**src/rtl/b62enc_pkg.sv**
```systemverilog
// shared constants, types and digit mapping for the base-62 encoder
package b62enc_pkg;

    localparam int MAX_DIGITS   = 11;
    localparam int MAX_PAD      = 32;
    localparam int RADIX        = 62;
    localparam int VALUE_W      = 64;
    localparam int CHUNK_W      = 16;
    localparam int NUM_CHUNKS   = VALUE_W / CHUNK_W;
    localparam int DIGIT_W      = 6;
    localparam int COUNT_W      = 4;
    localparam int LEN_W        = 6;
    localparam int CHAR_W       = 7;
    localparam int QUEUE_DEPTH  = 2;

    // one long-division step: {remainder, chunk} divided by 62
    localparam int DIVIDEND_W   = DIGIT_W + CHUNK_W;
    localparam int RECIP_SHIFT  = 28;
    localparam int RECIP_W      = 23;
    localparam logic [RECIP_W-1:0] RECIP_62 = RECIP_W'((64'd1 << RECIP_SHIFT) / RADIX + 1);

    localparam logic [CHAR_W-1:0] CHAR_0 = 7'h30;
    localparam logic [CHAR_W-1:0] CHAR_A = 7'h41;
    localparam logic [CHAR_W-1:0] CHAR_LOWER_A = 7'h61;
    localparam logic [CHAR_W-1:0] CHAR_LOWER_Z = 7'h7a;

    typedef logic [DIGIT_W-1:0] digit_t;

    // one converted value handed from the front to the back
    typedef struct packed {
        digit_t [MAX_DIGITS-1:0] digits;
        logic   [COUNT_W-1:0]    count;
    } job_t;

    function automatic logic [CHAR_W-1:0] digit_to_char(input digit_t d);
        logic [CHAR_W-1:0] c;
        begin
            if (d < 6'd10)
            begin
                c = CHAR_0 + CHAR_W'(d);
            end
            else if (d < 6'd36)
            begin
                c = CHAR_A + CHAR_W'(d - 6'd10);
            end
            else if (d < 6'd62)
            begin
                c = CHAR_LOWER_A + CHAR_W'(d - 6'd36);
            end
            else
            begin
                c = CHAR_LOWER_Z;
            end
            return c;
        end
    endfunction

endpackage

```
**src/rtl/b62enc_front.sv**
```systemverilog
// front end: accepts a value and converts it to base-62 digits by repeated division
module b62enc_front
(
    input  logic                        clk,
    input  logic                        rst_n,
    input  logic                        start,
    input  logic [63:0]                 value,
    output logic                        busy,
    output logic                        push,
    output b62enc_pkg::job_t            push_job,
    input  logic                        queue_full
);
    import b62enc_pkg::*;

    localparam logic [1:0] ST_IDLE = 2'd0;
    localparam logic [1:0] ST_DIV  = 2'd1;
    localparam logic [1:0] ST_PUSH = 2'd2;

    localparam int IDX_W = $clog2(NUM_CHUNKS);

    logic [1:0]              state_reg, state_next;
    logic [VALUE_W-1:0]      val_reg, val_next;
    logic [IDX_W-1:0]        idx_reg, idx_next;
    logic [DIGIT_W-1:0]      rem_reg, rem_next;
    logic [COUNT_W-1:0]      count_reg, count_next;
    digit_t                  digit_buf [MAX_DIGITS];

    logic [CHUNK_W-1:0]              chunk;
    logic [DIVIDEND_W-1:0]           dividend;
    logic [DIVIDEND_W+RECIP_W-1:0]   product;
    logic [CHUNK_W-1:0]              quot_chunk;
    logic [DIVIDEND_W-1:0]           quot_times_radix;
    logic [DIGIT_W-1:0]              step_rem;
    logic [VALUE_W-1:0]              quot_value;
    logic                            accept;
    logic                            buf_we;
    logic [COUNT_W-1:0]              buf_addr;
    digit_t                          buf_wdata;

    assign accept = start && (state_reg == ST_IDLE);
    assign busy   = (state_reg != ST_IDLE);

    // reciprocal multiply is exact since the dividend stays below 62 * 2^16
    assign chunk            = val_reg[idx_reg*CHUNK_W +: CHUNK_W];
    assign dividend         = {rem_reg, chunk};
    assign product          = dividend * RECIP_62;
    assign quot_chunk       = product[RECIP_SHIFT +: CHUNK_W];
    assign quot_times_radix = {DIGIT_W'(0), quot_chunk} * DIVIDEND_W'(RADIX);
    assign step_rem         = DIGIT_W'(dividend - quot_times_radix);

    always_comb
    begin
        quot_value = val_reg;
        quot_value[idx_reg*CHUNK_W +: CHUNK_W] = quot_chunk;
    end

    always_comb
    begin
        state_next = state_reg;
        val_next   = val_reg;
        idx_next   = idx_reg;
        rem_next   = rem_reg;
        count_next = count_reg;
        buf_we     = 1'b0;
        buf_addr   = count_reg;
        buf_wdata  = step_rem;
        case (state_reg)
            ST_IDLE:
            begin
                if (accept)
                begin
                    val_next = value;
                    idx_next = IDX_W'(NUM_CHUNKS - 1);
                    rem_next = '0;
                    if (value == '0)
                    begin
                        // zero encodes as a single digit 0
                        buf_we     = 1'b1;
                        buf_addr   = '0;
                        buf_wdata  = '0;
                        count_next = COUNT_W'(1);
                        state_next = ST_PUSH;
                    end
                    else
                    begin
                        count_next = '0;
                        state_next = ST_DIV;
                    end
                end
            end
            ST_DIV:
            begin
                val_next = quot_value;
                idx_next = idx_reg - 1'b1;
                rem_next = step_rem;
                if (idx_reg == '0)
                begin
                    // remainder after the lowest chunk is the next digit
                    buf_we     = 1'b1;
                    count_next = count_reg + 1'b1;
                    rem_next   = '0;
                    idx_next   = IDX_W'(NUM_CHUNKS - 1);
                    if ((quot_value == '0) || (count_reg == COUNT_W'(MAX_DIGITS - 1)))
                    begin
                        state_next = ST_PUSH;
                    end
                end
            end
            ST_PUSH:
            begin
                if (!queue_full)
                begin
                    state_next = ST_IDLE;
                end
            end
            default:
            begin
                state_next = ST_IDLE;
            end
        endcase
    end

    always_ff @(posedge clk or negedge rst_n)
    begin
        if (!rst_n)
        begin
            state_reg <= ST_IDLE;
            count_reg <= '0;
            idx_reg   <= '0;
            rem_reg   <= '0;
        end
        else
        begin
            state_reg <= state_next;
            count_reg <= count_next;
            idx_reg   <= idx_next;
            rem_reg   <= rem_next;
        end
    end

    always_ff @(posedge clk)
    begin
        val_reg <= val_next;
        if (buf_we)
        begin
            digit_buf[buf_addr] <= buf_wdata;
        end
    end

    assign push = (state_reg == ST_PUSH) && !queue_full;

    always_comb
    begin
        for (int i = 0; i < MAX_DIGITS; i++)
        begin
            push_job.digits[i] = digit_buf[i];
        end
        push_job.count = count_reg;
    end

endmodule

```
**src/rtl/b62enc_queue.sv**
```systemverilog
// two-entry queue of converted digit sets between front and back
module b62enc_queue
(
    input  logic                 clk,
    input  logic                 rst_n,
    input  logic                 push,
    input  b62enc_pkg::job_t     push_job,
    output logic                 full,
    input  logic                 pop,
    output b62enc_pkg::job_t     head_job,
    output logic                 empty
);
    import b62enc_pkg::*;

    localparam int PTR_W = $clog2(QUEUE_DEPTH);
    localparam int CNT_W = $clog2(QUEUE_DEPTH + 1);

    job_t               entries [QUEUE_DEPTH];
    logic [PTR_W-1:0]   wr_ptr_reg;
    logic [PTR_W-1:0]   rd_ptr_reg;
    logic [CNT_W-1:0]   fill_reg;

    assign full     = (fill_reg == CNT_W'(QUEUE_DEPTH));
    assign empty    = (fill_reg == '0);
    assign head_job = entries[rd_ptr_reg];

    always_ff @(posedge clk or negedge rst_n)
    begin
        if (!rst_n)
        begin
            wr_ptr_reg <= '0;
            rd_ptr_reg <= '0;
            fill_reg   <= '0;
        end
        else
        begin
            if (push)
            begin
                wr_ptr_reg <= (wr_ptr_reg == PTR_W'(QUEUE_DEPTH - 1)) ? '0 : wr_ptr_reg + 1'b1;
            end
            if (pop)
            begin
                rd_ptr_reg <= (rd_ptr_reg == PTR_W'(QUEUE_DEPTH - 1)) ? '0 : rd_ptr_reg + 1'b1;
            end
            if (push && !pop)
            begin
                fill_reg <= fill_reg + 1'b1;
            end
            else if (pop && !push)
            begin
                fill_reg <= fill_reg - 1'b1;
            end
        end
    end

    always_ff @(posedge clk)
    begin
        if (push)
        begin
            entries[wr_ptr_reg] <= push_job;
        end
    end

endmodule

```
**src/rtl/b62enc_back.sv**
```systemverilog
// back end: holds the minimum length and emits padding and digit characters
module b62enc_back
(
    input  logic                       clk,
    input  logic                       rst_n,
    input  logic                       cfg_valid,
    output logic                       cfg_ready,
    input  logic [5:0]                 cfg_data,
    input  logic                       queue_empty,
    input  b62enc_pkg::job_t           head_job,
    output logic                       pop,
    output logic                       strobe,
    output logic [6:0]                 character,
    output logic                       last
);
    import b62enc_pkg::*;

    logic [LEN_W-1:0]    min_len_reg;
    logic                active_reg;
    logic [LEN_W-1:0]    remaining_reg;
    job_t                job_reg;

    logic [LEN_W-1:0]    head_count;
    logic [LEN_W-1:0]    head_total;
    logic                finishing;
    logic [COUNT_W-1:0]  digit_idx;

    assign cfg_ready = 1'b1;

    assign head_count = LEN_W'(head_job.count);
    assign head_total = (min_len_reg > head_count) ? min_len_reg : head_count;
    assign finishing  = active_reg && (remaining_reg == LEN_W'(1));
    assign pop        = !queue_empty && (!active_reg || finishing);

    always_ff @(posedge clk or negedge rst_n)
    begin
        if (!rst_n)
        begin
            min_len_reg   <= '0;
            active_reg    <= 1'b0;
            remaining_reg <= '0;
        end
        else
        begin
            if (cfg_valid)
            begin
                min_len_reg <= (cfg_data > LEN_W'(MAX_PAD)) ? LEN_W'(MAX_PAD) : cfg_data;
            end
            if (pop)
            begin
                active_reg    <= 1'b1;
                remaining_reg <= head_total;
            end
            else if (active_reg)
            begin
                remaining_reg <= remaining_reg - 1'b1;
                if (finishing)
                begin
                    active_reg <= 1'b0;
                end
            end
        end
    end

    always_ff @(posedge clk)
    begin
        if (pop)
        begin
            job_reg <= head_job;
        end
    end

    // positions above the digit count are leading pad characters
    assign digit_idx = COUNT_W'(remaining_reg - 1'b1);
    assign strobe    = active_reg;
    assign last      = finishing;

    always_comb
    begin
        if (remaining_reg > LEN_W'(job_reg.count))
        begin
            character = CHAR_0;
        end
        else
        begin
            character = digit_to_char(job_reg.digits[digit_idx]);
        end
    end

endmodule

```
**src/rtl/base62_integer_encoder.sv**
```systemverilog
// top level of the base-62 integer encoder
//
// An item is taken when start is high and busy is low. The front end converts the
// 64-bit value by long division over four 16-bit chunks, one chunk per cycle. The
// back end then emits max(d, min_length) characters for a value of d digits, one per
// cycle with strobe high, most significant first, and marks the final one with last.
// A two-entry queue lets the conversion of the next item overlap the output of
// earlier ones. Results cannot be held off: the receiver must take every strobed
// cycle. min_length writes above 32 are stored as 32; write it only while idle.
module base62_integer_encoder
(
    input  logic        clk,
    input  logic        rst_n,
    input  logic        start,
    output logic        busy,
    input  logic [63:0] value,
    input  logic        cfg_valid,
    output logic        cfg_ready,
    input  logic [5:0]  cfg_data,
    output logic        strobe,
    output logic [6:0]  character,
    output logic        last
);
    import b62enc_pkg::*;

    logic   push;
    logic   pop;
    logic   queue_full;
    logic   queue_empty;
    job_t   push_job;
    job_t   head_job;

    b62enc_front u_front
    (
        .clk        (clk),
        .rst_n      (rst_n),
        .start      (start),
        .value      (value),
        .busy       (busy),
        .push       (push),
        .push_job   (push_job),
        .queue_full (queue_full)
    );

    b62enc_queue u_queue
    (
        .clk      (clk),
        .rst_n    (rst_n),
        .push     (push),
        .push_job (push_job),
        .full     (queue_full),
        .pop      (pop),
        .head_job (head_job),
        .empty    (queue_empty)
    );

    b62enc_back u_back
    (
        .clk         (clk),
        .rst_n       (rst_n),
        .cfg_valid   (cfg_valid),
        .cfg_ready   (cfg_ready),
        .cfg_data    (cfg_data),
        .queue_empty (queue_empty),
        .head_job    (head_job),
        .pop         (pop),
        .strobe      (strobe),
        .character   (character),
        .last        (last)
    );

endmodule
```
**config.mk**
```make
export PLATFORM = sky130hd
export DESIGN_NAME = base62_integer_encoder
export DESIGN_NICKNAME = d
export VERILOG_FILES = /design/src/rtl/b62enc_pkg.sv /design/src/rtl/b62enc_front.sv /design/src/rtl/b62enc_queue.sv /design/src/rtl/b62enc_back.sv /design/src/rtl/base62_integer_encoder.sv
export SDC_FILE = /design/constraint.sdc
export NUM_CORES = 1
export LEC_CHECK = 0
export BUFFER_PORTS_ARGS = -buffer_cell sky130_fd_sc_hd__buf_2
export CAP_MARGIN = 20
export CELL_PAD_IN_SITES_DETAIL_PLACEMENT = 1
export CELL_PAD_IN_SITES_GLOBAL_PLACEMENT = 2
export CORE_MARGIN = 4
export CORE_UTILIZATION = 47
export DETAILED_ROUTE_END_ITERATION = 8
export HOLD_SLACK_MARGIN = 0.1
export PLACE_DENSITY_LB_ADDON = 0.1
export SYNTH_ARGS = -nofsm -noshare
export SYNTH_HDL_FRONTEND = slang
export SYNTH_SLANG_ARGS = --single-unit
```
**constraint.sdc**
```tcl
create_clock -name clk -period 24.7 [get_ports clk]
set_input_delay 2.47 -clock clk [delete_from_list [all_inputs] [get_ports clk]]
set_output_delay 2.47 -clock clk [all_outputs]
set_load 0.03 [all_outputs]
```
After elaboration in Yosys (flattened, before gate mapping)
Memory sizes are Yosys's and may differ from the RTL's. Index checks and enable logic that the tools add are counted.

$mul: 2. Order comparisons: 7. Equality and inequality tests: 9. $add $sub $neg: 14. Divide/modulo/power cells: 0. Muxes and demuxes: 50. Shifts and indexed selects: 3. Bitwise operators: 0. Reductions and logical operators: 25.

Operators by type and width (count): $logic_not A64 Y1 (2); $pmux W64 S2 (1); $bwmux W64 (1); $mux W64 (1); $shift A16 B34 Y64 const A (1); $shiftx A16 B34 Y64 (1); $shiftx A64 B7 Y16 (1); $mux W6 (10); $mul A22 B23 Y44 const B (1); $neg A6 Y34 (1); $mux W7 (4); $bmux W6 S4 (1); $mux W4 (5); $mux W2 (9); $mul A16 B5 Y5 const B (1); $add A7 B7 Y7 const A (2); $mux W1 (13); $gt A6 B4 Y1 (2); $lt A6 B6 Y1 const B (2); $pmux W6 S2 (1); $pmux W4 S2 (1); $reduce_bool A2 Y1 (4); $add A6 B6 Y7 const A (1); $sub A6 B4 Y7 const B (1); 26 further kinds (43).

Latch bits: 0. Memories: 2. Register bits: 165. Input port bits: 74. Bits in read-only memories: 0. Output and inout bits: 11. Memory bits (writable): 206.

Memories: u_queue.entries (words 2, bits a word 70, rd ports 1, clocked after memory_dff 0, write ports 1, RTL line b62enc_queue.sv:18) `job_t entries [QUEUE_DEPTH];`; u_front.digit_buf (words 11, bits a word 6, rd ports 11, clocked after memory_dff 0, write ports 1, RTL line b62enc_front.sv:26) `digit_t digit_buf [MAX_DIGITS];`.

Logic depth before layout (Yosys ltp)
Gate-level depths: netlist of the first run.

Depth in word-level cells: 9. Gate-level depth with buffers: 31. Gate-level depth less buffers: 28.

Hierarchy
From an unflattened synthesis of the first run, not the netlist that was laid out.

Cells, all modules: 1753. Area, all modules: 22018.6 sq um.

Modules (own cells, without submodules): b62enc_front (sequential area each 4254.1 sq um, cells an instance 1223, area each 12329.3 sq um, instances 1); b62enc_queue (sequential area each 4304.1 sq um, cells an instance 234, area each 5589.1 sq um, instances 1); b62enc_back (sequential area each 2427.3 sq um, cells an instance 296, area each 4100.2 sq um, instances 1).

Least setup slack after synthesis of the first run
No wires, ideal clock.

Kind: reg2reg. Start: register u_front.idx_reg[0]. End: memory u_front.digit_buf[0][5] in the netlist's numbering (data pin). Arrival time: 8828 ps. Cell stages (with the launch flop): 28. Data required time: 24466 ps. Path slack: 15638 ps. Buffers on the path: 3. Cell sequence: dfrtp_1 -> buf_6 -> clkbuf_1 -> buf_1 -> mux4_2 -> ha_1 -> ha_1 -> fa_1 -> fa_1 -> fa_1 -> ha_1 -> ha_1 -> nand4_1 -> nor4_1 -> a21boi_1 -> nor2_1 -> xnor2_1 -> ha_1 -> ha_1 -> inv_1 -> fa_1 -> fa_1 -> ha_1 -> a21oi_1 -> xnor2_1 -> xnor2_1 -> xnor2_1 -> nor2_1.

Longest elaborated chain between the ends: 7.

RTL lines: start, declared (RTL line b62enc_front.sv:23) `logic [IDX_W-1:0] idx_reg, idx_next;`; start signal, assigned (RTL line b62enc_front.sv:136) `idx_reg <= idx_next;`; $shiftx A64 B7 Y16 (*) (RTL line b62enc_front.sv:44) `assign chunk = val_reg[idx_reg*CHUNK_W +: CHUNK_W];`; $mul A22 B23 Y44 (RTL line b62enc_front.sv:46) `assign product = dividend * RECIP_62;`; $mul A16 B5 Y5 (RTL line b62enc_front.sv:48) `assign quot_times_radix = {DIGIT_W'(0), quot_chunk} * DIVIDEND_W'(RADIX);`; $sub A6 B6 Y6 (*) (RTL line b62enc_front.sv:49) `assign step_rem = DIGIT_W'(dividend - quot_times_radix);`; $mux W6 (RTL line b62enc_front.sv:75) `if (value == '0)`; $mux W6 (RTL line b62enc_front.sv:70) `if (accept)`; $mux W6 (*) (RTL line b62enc_front.sv:67) `case (state_reg)`; net u_front.buf_wdata[5] (RTL line b62enc_front.sv:38) `digit_t buf_wdata;`; end, declared (RTL line b62enc_front.sv:26).

The timed path passes the listed nets; every way through them passes the cells marked *.

Worst setup path in the final report of the first run
Start: register u_front.idx_reg[0]. End: memory u_front.digit_buf[6][5] in the netlist's numbering (data pin).

Same word-level chain as after synthesis.

==> results of run 1 <==
## worst max path at each step
stage	startpoint	to	slack, ns	cells past startpoint
after floorplan	u_front.idx_reg[0]$_DFFE_PN0P_	u_front.digit_buf[0][5]$_DFFE_PP_	15.64	27
after global placement	u_front.idx_reg[0]$_DFFE_PN0P_	u_front.digit_buf[3][5]$_DFFE_PP_	14.84	28
after detailed placement	u_front.idx_reg[0]$_DFFE_PN0P_	u_front.digit_buf[3][5]$_DFFE_PP_	15.00	24
after CTS	u_front.idx_reg[0]$_DFFE_PN0P_	u_front.digit_buf[6][5]$_DFFE_PP_	14.99	24
after global routing	u_front.idx_reg[0]$_DFFE_PN0P_	u_front.digit_buf[6][5]$_DFFE_PP_	14.48	28
final	u_front.idx_reg[0]$_DFFE_PN0P_	u_front.digit_buf[6][5]$_DFFE_PP_	14.93	24
## routing by layer
| layer | vias up | track usage | wire length (µm) | part of all wire |
|---|---|---|---|---|
| li1 | 6831 | - | - | - |
| met2 | 380 | 0.4329 | 31530 | 0.50 |
| met4 | 0 | 0.07243 | 1702 | 0.027 |
| met5 | - | 0 | 0 | 0 |
| met1 | 7520 | 0.3324 | 26480 | 0.42 |
| met3 | 88 | 0.03416 | 2926 | 0.047 |
## metrics by stage
stage	setup WS (ns)	hold WS, ns
3_3_place_gp	14.84	0.4218
2_1_floorplan	15.64	0.4215
4_1_cts	14.99	0.4390
3_5_place_dp	15.00	0.4311
5_1_grt	14.48	0.4556
6_report	14.93	0.4439
## cell type report
cell class / count / share of cell area
Sequential cell: 371 / 0.4578
Tap cell: 600 / 0.03128
Timing Repair Buffer: 108 / 0.02602
Inverter: 137 / 0.02143
Multi-Input combinational cell: 1183 / 0.4095
Clock inverter: 16 / 0.008915
Clock buffer: 56 / 0.04504
## cell families after synthesis
group	Yosys count	share of synthesized area
xor+xnor	28	0.01138
buf+inv	203	0.03599
flops	371	0.5097
simple gates	465	0.1030
mux	120	0.07657
fa+ha+maj	252	0.1634
compound gates	317	0.09979
other cells	1	0.0001740
## worst max-delay path, delay by kind of cell (launching register included)
family,cells,cell delay [ns]
flops,1,0.79
xor+xnor,4,1.08
buf+inv,2,0.29
compound gates,2,0.62
mux,1,0.63
fa+ha+maj,11,4.69
simple gates,4,1.35
## cells in the final DEF (no fill, tap or decap), types with 6 or more instances in the layout
cell and instances:
nand3b_1 7, o211ai_1 12, nor2_1 162, a211oi_1 7, or3_1 14, clkbuf_1 14
mux2i_1 13, xnor2_1 16, o22ai_1 8, dfrtp_1 30, a221oi_1 49, clkinv_1 7
mux4_2 28, o31ai_1 10, nor3_1 34, xor2_1 12, nor2b_1 8, nand2b_1 11
nand3_1 20, and3_1 7, a31oi_1 10, ha_1 203, inv_1 132, buf_2 84
fa_1 49, edfxtp_1 340, a22o_1 9, nand4_1 26, clkbuf_16 40, a21oi_1 79
a221o_1 6, mux2_2 78, nand2_1 109, buf_4 22, nor4_1 38, o21ai_0 59
o21ai_1 7, a32oi_1 6
## synthesized netlist by cell type, types with 12 or more instances
master	count	area share
or3_1	14	0.0041
xor2_1	12	0.0049
edfxtp_1	340	0.47
mux2i_1	13	0.0060
nand4_1	26	0.0075
dfrtp_1	31	0.036
a21oi_1	79	0.018
nand2_1	109	0.019
o21ai_0	59	0.014
nand2b_1	12	0.0035
mux4_2	28	0.029
inv_1	133	0.023
a221oi_1	49	0.020
o211ai_1	12	0.0042
nand3_1	20	0.0046
nor4_1	40	0.012
xnor2_1	16	0.0065
ha_1	203	0.12
nor3_1	34	0.0079
mux2_2	78	0.041
nor2_1	163	0.028
fa_1	49	0.046
clkbuf_1	56	0.0098
==> reports/qor.yml, run 1 <==
critical_path:
  r2r_cells: 24
  cp_data_arrival_time_ns: 10.02
  r2r_end: "u_front.digit_buf[6][5]$_DFFE_PP_"
  ff2ff_setup_slack_ns: 14.93
  critPathMostFrequentCell: "ha_1"
  crit_chain: "buf_16 -> mux4_2 -> ha_1 -> fa_1 -> fa_1 -> fa_1 -> ha_1 -> ha_1 -> nand4_1 -> nor4_1 -> a21boi_1 -> nor2_1 -> xnor2_1 -> ha_1 -> ha_1 -> inv_1 -> fa_1 -> fa_1 -> ha_1 -> a21oi_1 -> xnor2_1 -> xnor2_1 -> xnor2_1 -> nor2_1"
  r2r_start: "u_front.idx_reg[0]$_DFFE_PN0P_"
  end_kind: "register"
  required_ns: 24.95
  start_kind: "register"
  critPathSlowestCell: "dfrtp_1"
  path_max_fanout: 14
  max_stage_delay_ns: 0.79
  worstSetupPathType: "reg -> reg"
sta:
  worst_pin_slew_ns: 1.080
  tns_ns: 0
  finalHoldViolCount: 0
  layout_min_cycle_time_ns: 9.768
  relSlewSlack: 0.2802
  setup_viol: 0
  fin_skew_ns: 0.02532
  fmax_mhz: 102.4
  period_share: 0.3955
  rsz0062_at_grt: "false"
  finalMaxSlewViolations: 0
die:
  start_util: 0.4749
  dieWidth_um: 222.1
  die-area_um2: 49350
  num_io_pins: 85
  core_area_um2: 45380
  rows: 78
  die_h_um: 222.1
cts:
  clock_path_buffers: 3
  hold_buffers: 0
  clock_sinks: 371
  post_cts_resized: 0
  cts_tree: "done"
  numCtsBuffers: 39
  clock_latency_ns: 0.56
  postCtsSetupRepairBufs: 0
  h-tree-depth: 2
  cts-root-buf: "clkbuf_16"
  cts.reportedPaths.clkPinSlew_ns: 0.06
finish:
  final_layout_size_suffix_gt1_frac: 0.1545
  nFillCells: 4705
  regArea_um2: 10990
  multi_input_area_um2: 9828
  final_util: 0.5288
  finalNonFillerCells: 2471
  fin_area_um2: 24000
  n_antenna_cell: 0
  largest_reg_flops: 140
  syn2layout_area_growth_pct: 11.35
  nNetsFinal: 2166
synth:
  yosys_register_bits: 371
  synthDistinctLibCells: 77
  netlist_area_um2: 21550
  syn_area_per_cell_um2: 12.27
  synth_top_flop_cell: "edfxtp_1"
  synth_fp_nets: 2083
  yosys_warnings: 0
  synth_edf_count: 340
  syn_inst: 1757
  synthArstFlopShare: 0.08356
  yosysSeqAreaShare: 0.5097
place:
  dp_hpwl_um: 46550
  dp.cells: 2397
  gp_congestion: 0.9588
  placed_cell_area_um2: 22690
  io_buffers: 83
min_path:
  min_path_cells: 0
  min_to: "u_queue.entries[0][41]$_DFFE_PP_"
  hold_path_class: "reg -> reg"
  holdCritStartpoint: "u_front.digit_buf[6][1]$_DFFE_PP_"
drt:
  drtIter0Drc: 1073
  vias: 14820
  wire_per_inst_um: 25.35
  antenna_left: 0
  via_per_inst: 5.997
  drt_wl_total_um: 62640
  drc: 0
  drt-pass1-iter-count: 5
grt:
  grt_pass1_vias: 15700
  antenna_found_initial: 0
  grt.overflow.total: 0
  grt_max_degree: 79
  gr-usage-all-layers: 0.2504
  grt_pass1_wl_um: 95790
status:
  status: "complete, no violations"
run:
  drv_cap: 0
Power of run 1 is not shown: default switching activity piles up to over one toggle a cycle in this logic, so the estimate is an artifact.
==> inputs of run 2 (changes only) <==
Settings changed: CORE_UTILIZATION 47 to 40.
Clock period 24.7 ns to 8.9 ns, I/O delays scaled along.
==> run 2 against run 1 <==
Critical path depth rose by 5. Clock skew rose by 0.0022 ns. Core utilization fell by 6.6 points. Setup slack got worse by 15 ns. Global-route usage fell by 2.5 points. Critical path type unchanged. Critical endpoint is now u_front.digit_buf[1][5]$_DFFE_PP_. Largest cell class unchanged.
==> reports/qor.yml, run 2 (synthesis gave the netlist of run 1 again) <==
status:
  status: "complete, no violations"
drt:
  drt_wl_total_um: 65310
  drt-pass1-iter-count: 5
  drtIter0Drc: 1044
  via_per_inst: 5.763
  wire_per_inst_um: 25.12
  wl_met3_um: 2620
  m1WireLength_um: 28540
  top_layer: "met4"
  drc: 0
  met2_length_um: 32730
  vias: 14990
  antenna_left: 0
cts:
  clock_latency_ns: 0.56
  hold_buffers: 0
  cts-root-buf: "clkbuf_16"
  numCtsBuffers: 41
  clock_sinks: 371
  cts_tree: "done"
  clock_path_buffers: 3
  cts.reportedPaths.clkPinSlew_ns: 0.06
  h-tree-depth: 2
die:
  dieWidth_um: 240.1
  rows: 84
  start_util: 0.4069
  core_area_um2: 52970
  die-area_um2: 57660
  die_h_um: 240.1
  num_io_pins: 85
grt:
  antenna_found_initial: 0
  grt_pass1_vias: 15650
  grt_max_degree: 78
  grt_pass1_wl_um: 98460
  gr-usage-all-layers: 0.2257
  grt.overflow.total: 0
sta:
  layout_min_cycle_time_ns: 8.541
  fmax_mhz: 117.1
  hold_ws_ns: 0.4294
  relSlewSlack: 0.2627
  setup_viol: 0
  fin_skew_ns: 0.02753
  tns_ns: 0
  setup_ws_ns: 0.3590
  finalMaxSlewViolations: 0
  period_share: 0.9597
  worst_pin_slew_ns: 1.106
  finalHoldViolCount: 0
critical_path:
  start_kind: "register"
  critPathMostFrequentCell: "ha_1"
  cp_data_arrival_time_ns: 8.80
  required_ns: 9.16
  ff2ff_setup_slack_ns: 0.36
  worstSetupPathType: "reg -> reg"
  crit_start: "u_front.idx_reg[0]$_DFFE_PN0P_"
  path_max_fanout: 10
  r2r_cells: 29
  end_kind: "register"
  critPathSlowestCell: "mux4_2"
  max_stage_delay_ns: 0.58
  r2r_start: "u_front.idx_reg[0]$_DFFE_PN0P_"
min_path:
  hold_path_class: "in -> async"
finish:
  final_common_cell: "edfxtp_1"
  final_cell_mix: "edfxtp_1, ha_1, nor2_1"
  syn2layout_area_growth_pct: 13.74
  multi_input_area_um2: 9899
  largest_reg_flops: 140
  final_layout_size_suffix_gt1_frac: 0.1831
  nFillCells: 5529
  n_antenna_cell: 0
  nNetsFinal: 2207
  regArea_um2: 10990
place:
  dp_worst_setup_slack_ns: -0.04029
  dp_hpwl_um: 49430
  gp_congestion: 0.8845
  io_buffers: 83
run:
  drv_cap: 0
## run 2: cell count changes in the layout (fill, tap and decap cells not counted), sizes merged
cell / change
nor2: +1
clkinv: +8
buf: +38
clkbuf: -9
clkinvlp: +1
inv: +2
## run 2: final timing paths
check,endpoint
setup / recovery,u_front.digit_buf[1][5]$_DFFE_PP_
hold reg to reg,u_queue.entries[1][23]$_DFFE_PP_
hold / removal,u_back.min_len_reg[5]$_DFFE_PN0P_
max in group asynchronous,u_queue.rd_ptr_reg$_DFFE_PN0P_
setup reg to reg,u_front.digit_buf[1][5]$_DFFE_PP_
min in group clk,u_queue.entries[1][23]$_DFFE_PP_
## run 2: final cells by class
| class | instances | area share |
|---|---|---|
| flip-flops and latches | 371 | 0.4482 |
| multi-input cells | 1184 | 0.4038 |
| clock buffers | 47 | 0.04277 |
| repair buffers | 146 | 0.03741 |
| well taps | 688 | 0.03512 |
| inverters | 137 | 0.02098 |
| clock inverters | 27 | 0.01164 |
## run 2: timing repair
item | in CTS | in global routing
cloned | 0 | 1
gates resized for setup | 1 | 11
buffers inserted | 0 | 4
setup endpoints to repair | 11 | 23
pin swaps | 0 | 6
## run 2: worst max-delay path: cells and delay by family (launching register included)
family | cells | cell delay [ns]
simple gates | 4 | 0.92
xor+xnor | 4 | 0.84
flops | 1 | 0.40
buf+inv | 5 | 0.57
mux | 1 | 0.58
compound gates | 2 | 0.30
fa+ha+maj | 13 | 4.61
## run 2: layer usage
| metal | up-vias | track usage |
|---|---|---|
| met5 | - | 0 |
| met4 | 0 | 0.05194 |
| met3 | 75 | 0.02524 |
| met2 | 335 | 0.3892 |
| met1 | 7665 | 0.3087 |
| li1 | 6910 | - |
## run 2: through the flow
step | instance area, µm² | util | instances
after floorplan | 21550 | - | 1757
after global placement | 23050 | 0.4352 | 2518
after detailed placement | 23060 | 0.4353 | 2519
after CTS | 24390 | 0.4605 | 2593
after global routing | 24510 | 0.4628 | 2600
final | 24510 | 0.4628 | 2600
Power of run 2 is left out for the same reason.
==> inputs of run 3 (changes only) <==
Settings changed: MAX_ROUTING_LAYER set to met4.
==> run 3 against run 2 <==
Critical path depth up 1. Final area up 0.72%. Wire length about the same. Sequential share of layout area down 0.32 points. Largest cell class unchanged. Non-clock buffer count up 1. Critical endpoint is now u_front.digit_buf[8][5]$_DFFE_PP_. Highest routed layer unchanged. Setup slack better by 0.11 ns. Sequential cell count unchanged. Hold slack worse by 0.012 ns. Clock-buffer cell count down 1. Core utilization up 0.33 points.
==> reports/qor.yml, run 3 (synthesis gave the netlist of run 1 again) <==
status:
  status: "complete, no violations"
critical_path:
  critPathMostFrequentCell: "ha_1"
  cp_data_arrival_time_ns: 8.73
  worstSetupPathType: "reg -> reg"
  end_kind: "register"
  ff2ff_setup_slack_ns: 0.47
  path_max_fanout: 9
  max_stage_delay_ns: 0.60
  required_ns: 9.20
  critPathSlowestCell: "mux4_2"
  start_kind: "register"
cts:
  hold_buffers: 0
  clock_path_buffers: 3
  cts_tree: "done"
  cts-root-buf: "clkbuf_16"
  cts.reportedPaths.clkPinSlew_ns: 0.06
  clock_latency_ns: 0.57
  numCtsBuffers: 41
  h-tree-depth: 2
  clock_sinks: 371
finish:
  nFillCells: 5542
  nNetsFinal: 2208
  syn2layout_area_growth_pct: 14.55
  final_common_cell: "edfxtp_1"
  final_cell_mix: "edfxtp_1, ha_1, nor2_1"
  multi_input_area_um2: 9936
  largest_reg_flops: 140
  regArea_um2: 10990
  n_antenna_cell: 0
  finalNonFillerCells: 2603
  fin_area_um2: 24690
  final_layout_size_suffix_gt1_frac: 0.1896
  final_util: 0.4661
min_path:
  hold_path_class: "in -> async"
place:
  placed_cell_area_um2: 23050
  dp_hpwl_um: 49210
  gp_congestion: 0.9333
  io_buffers: 83
  dp.cells: 2518
die:
  die-area_um2: 57660
  start_util: 0.4069
  rows: 84
  die_h_um: 240.1
  core_area_um2: 52970
  num_io_pins: 85
  dieWidth_um: 240.1
sta:
  rsz0062_at_grt: "false"
  tns_ns: 0
  layout_min_cycle_time_ns: 8.431
  fin_skew_ns: 0.02378
  setup_viol: 0
  period_share: 0.9474
  worst_pin_slew_ns: 1.036
  relSlewSlack: 0.3091
  finalHoldViolCount: 0
  fmax_mhz: 118.6
  finalMaxSlewViolations: 0
grt:
  grt.overflow.total: 0
  grt_pass1_vias: 15390
  grt_pass1_wl_um: 97780
  antenna_found_initial: 0
  busiest_layer: "met2"
  grt_util_met3: 0.03544
  grt_max_degree: 78
  use_met1: 0.3007
  met2_usage: 0.3904
  gr-usage-all-layers: 0.2322
drt:
  drt-pass1-iter-count: 5
  antenna_left: 0
  wire_per_inst_um: 25.11
  drc: 0
  drt_wl_total_um: 65350
  via_per_inst: 5.684
  vias: 14800
  drtIter0Drc: 913
run:
  drv_cap: 0
## run 3: changes by cell type in the layout (fill, tap and decap cells not counted), sizes merged
cell	change
bufinv	+2
buf	+1
clkbuf	-1
inv	-1
clkinv	-3
clkinvlp	+5
## run 3: final timing paths
check                                                   from                                   to  cells past startpoint
setup / recovery              u_front.idx_reg[0]$_DFFE_PN0P_    u_front.digit_buf[8][5]$_DFFE_PP_                     30
hold / removal                                         rst_n  u_back.remaining_reg[2]$_DFFE_PN0P_                      1
setup reg to reg              u_front.idx_reg[0]$_DFFE_PN0P_    u_front.digit_buf[8][5]$_DFFE_PP_                     30
hold reg to reg            u_front.digit_buf[4][4]$_DFFE_PP_     u_queue.entries[1][32]$_DFFE_PP_                      0
max in group asynchronous                              rst_n       u_queue.rd_ptr_reg$_DFFE_PN0P_                      1
min in group clk           u_front.digit_buf[4][4]$_DFFE_PP_     u_queue.entries[1][32]$_DFFE_PP_                      0
## run 3: layout make-up
class,instances,share of cell area
Sequential cell,371,0.4450
Multi-Input combinational cell,1184,0.4024
Clock buffer,46,0.04353
Timing Repair Buffer,147,0.03710
Tap cell,688,0.03487
Inverter,137,0.02083
Clock inverter,30,0.01622
## run 3: routing by layer
metal,part of all wire,wire length (µm)
met1,0.43,28330
met2,0.50,32860
met3,0.044,2872
met4,0.020,1285
met5,0,0
## run 3: metrics by stage
stage | hold slack, ns | setup WS, ns
2_1_floorplan | 0.4215 | 0.03789
3_3_place_gp | 0.4218 | 0.09802
3_5_place_dp | 0.4306 | -0.05682
4_1_cts | 0.3998 | 0.002570
5_1_grt | 0.4419 | 0.02529
6_report | 0.4177 | 0.4685
## run 3: critical path, delay by kind of cell (launching register included)
kind / cells / cell delay [ns]
DFF: 1 / 0.40
xor gates and xnor gates: 4 / 0.78
AOI/OAI and AO/OA: 3 / 0.47
adders and majority gates: 13 / 4.59
and+or+nand+nor: 4 / 0.77
buffers and inverters: 5 / 0.53
muxes: 1 / 0.60
## run 3: what timing repair did
item,in CTS,in global routing
endpoints found under the setup margin,11,22
resized for setup,1,16
hold endpoints to repair,0,0
buffers inserted,0,6
pin swaps,0,4
cloned,0,1
Power of run 3 is left out for the same reason.
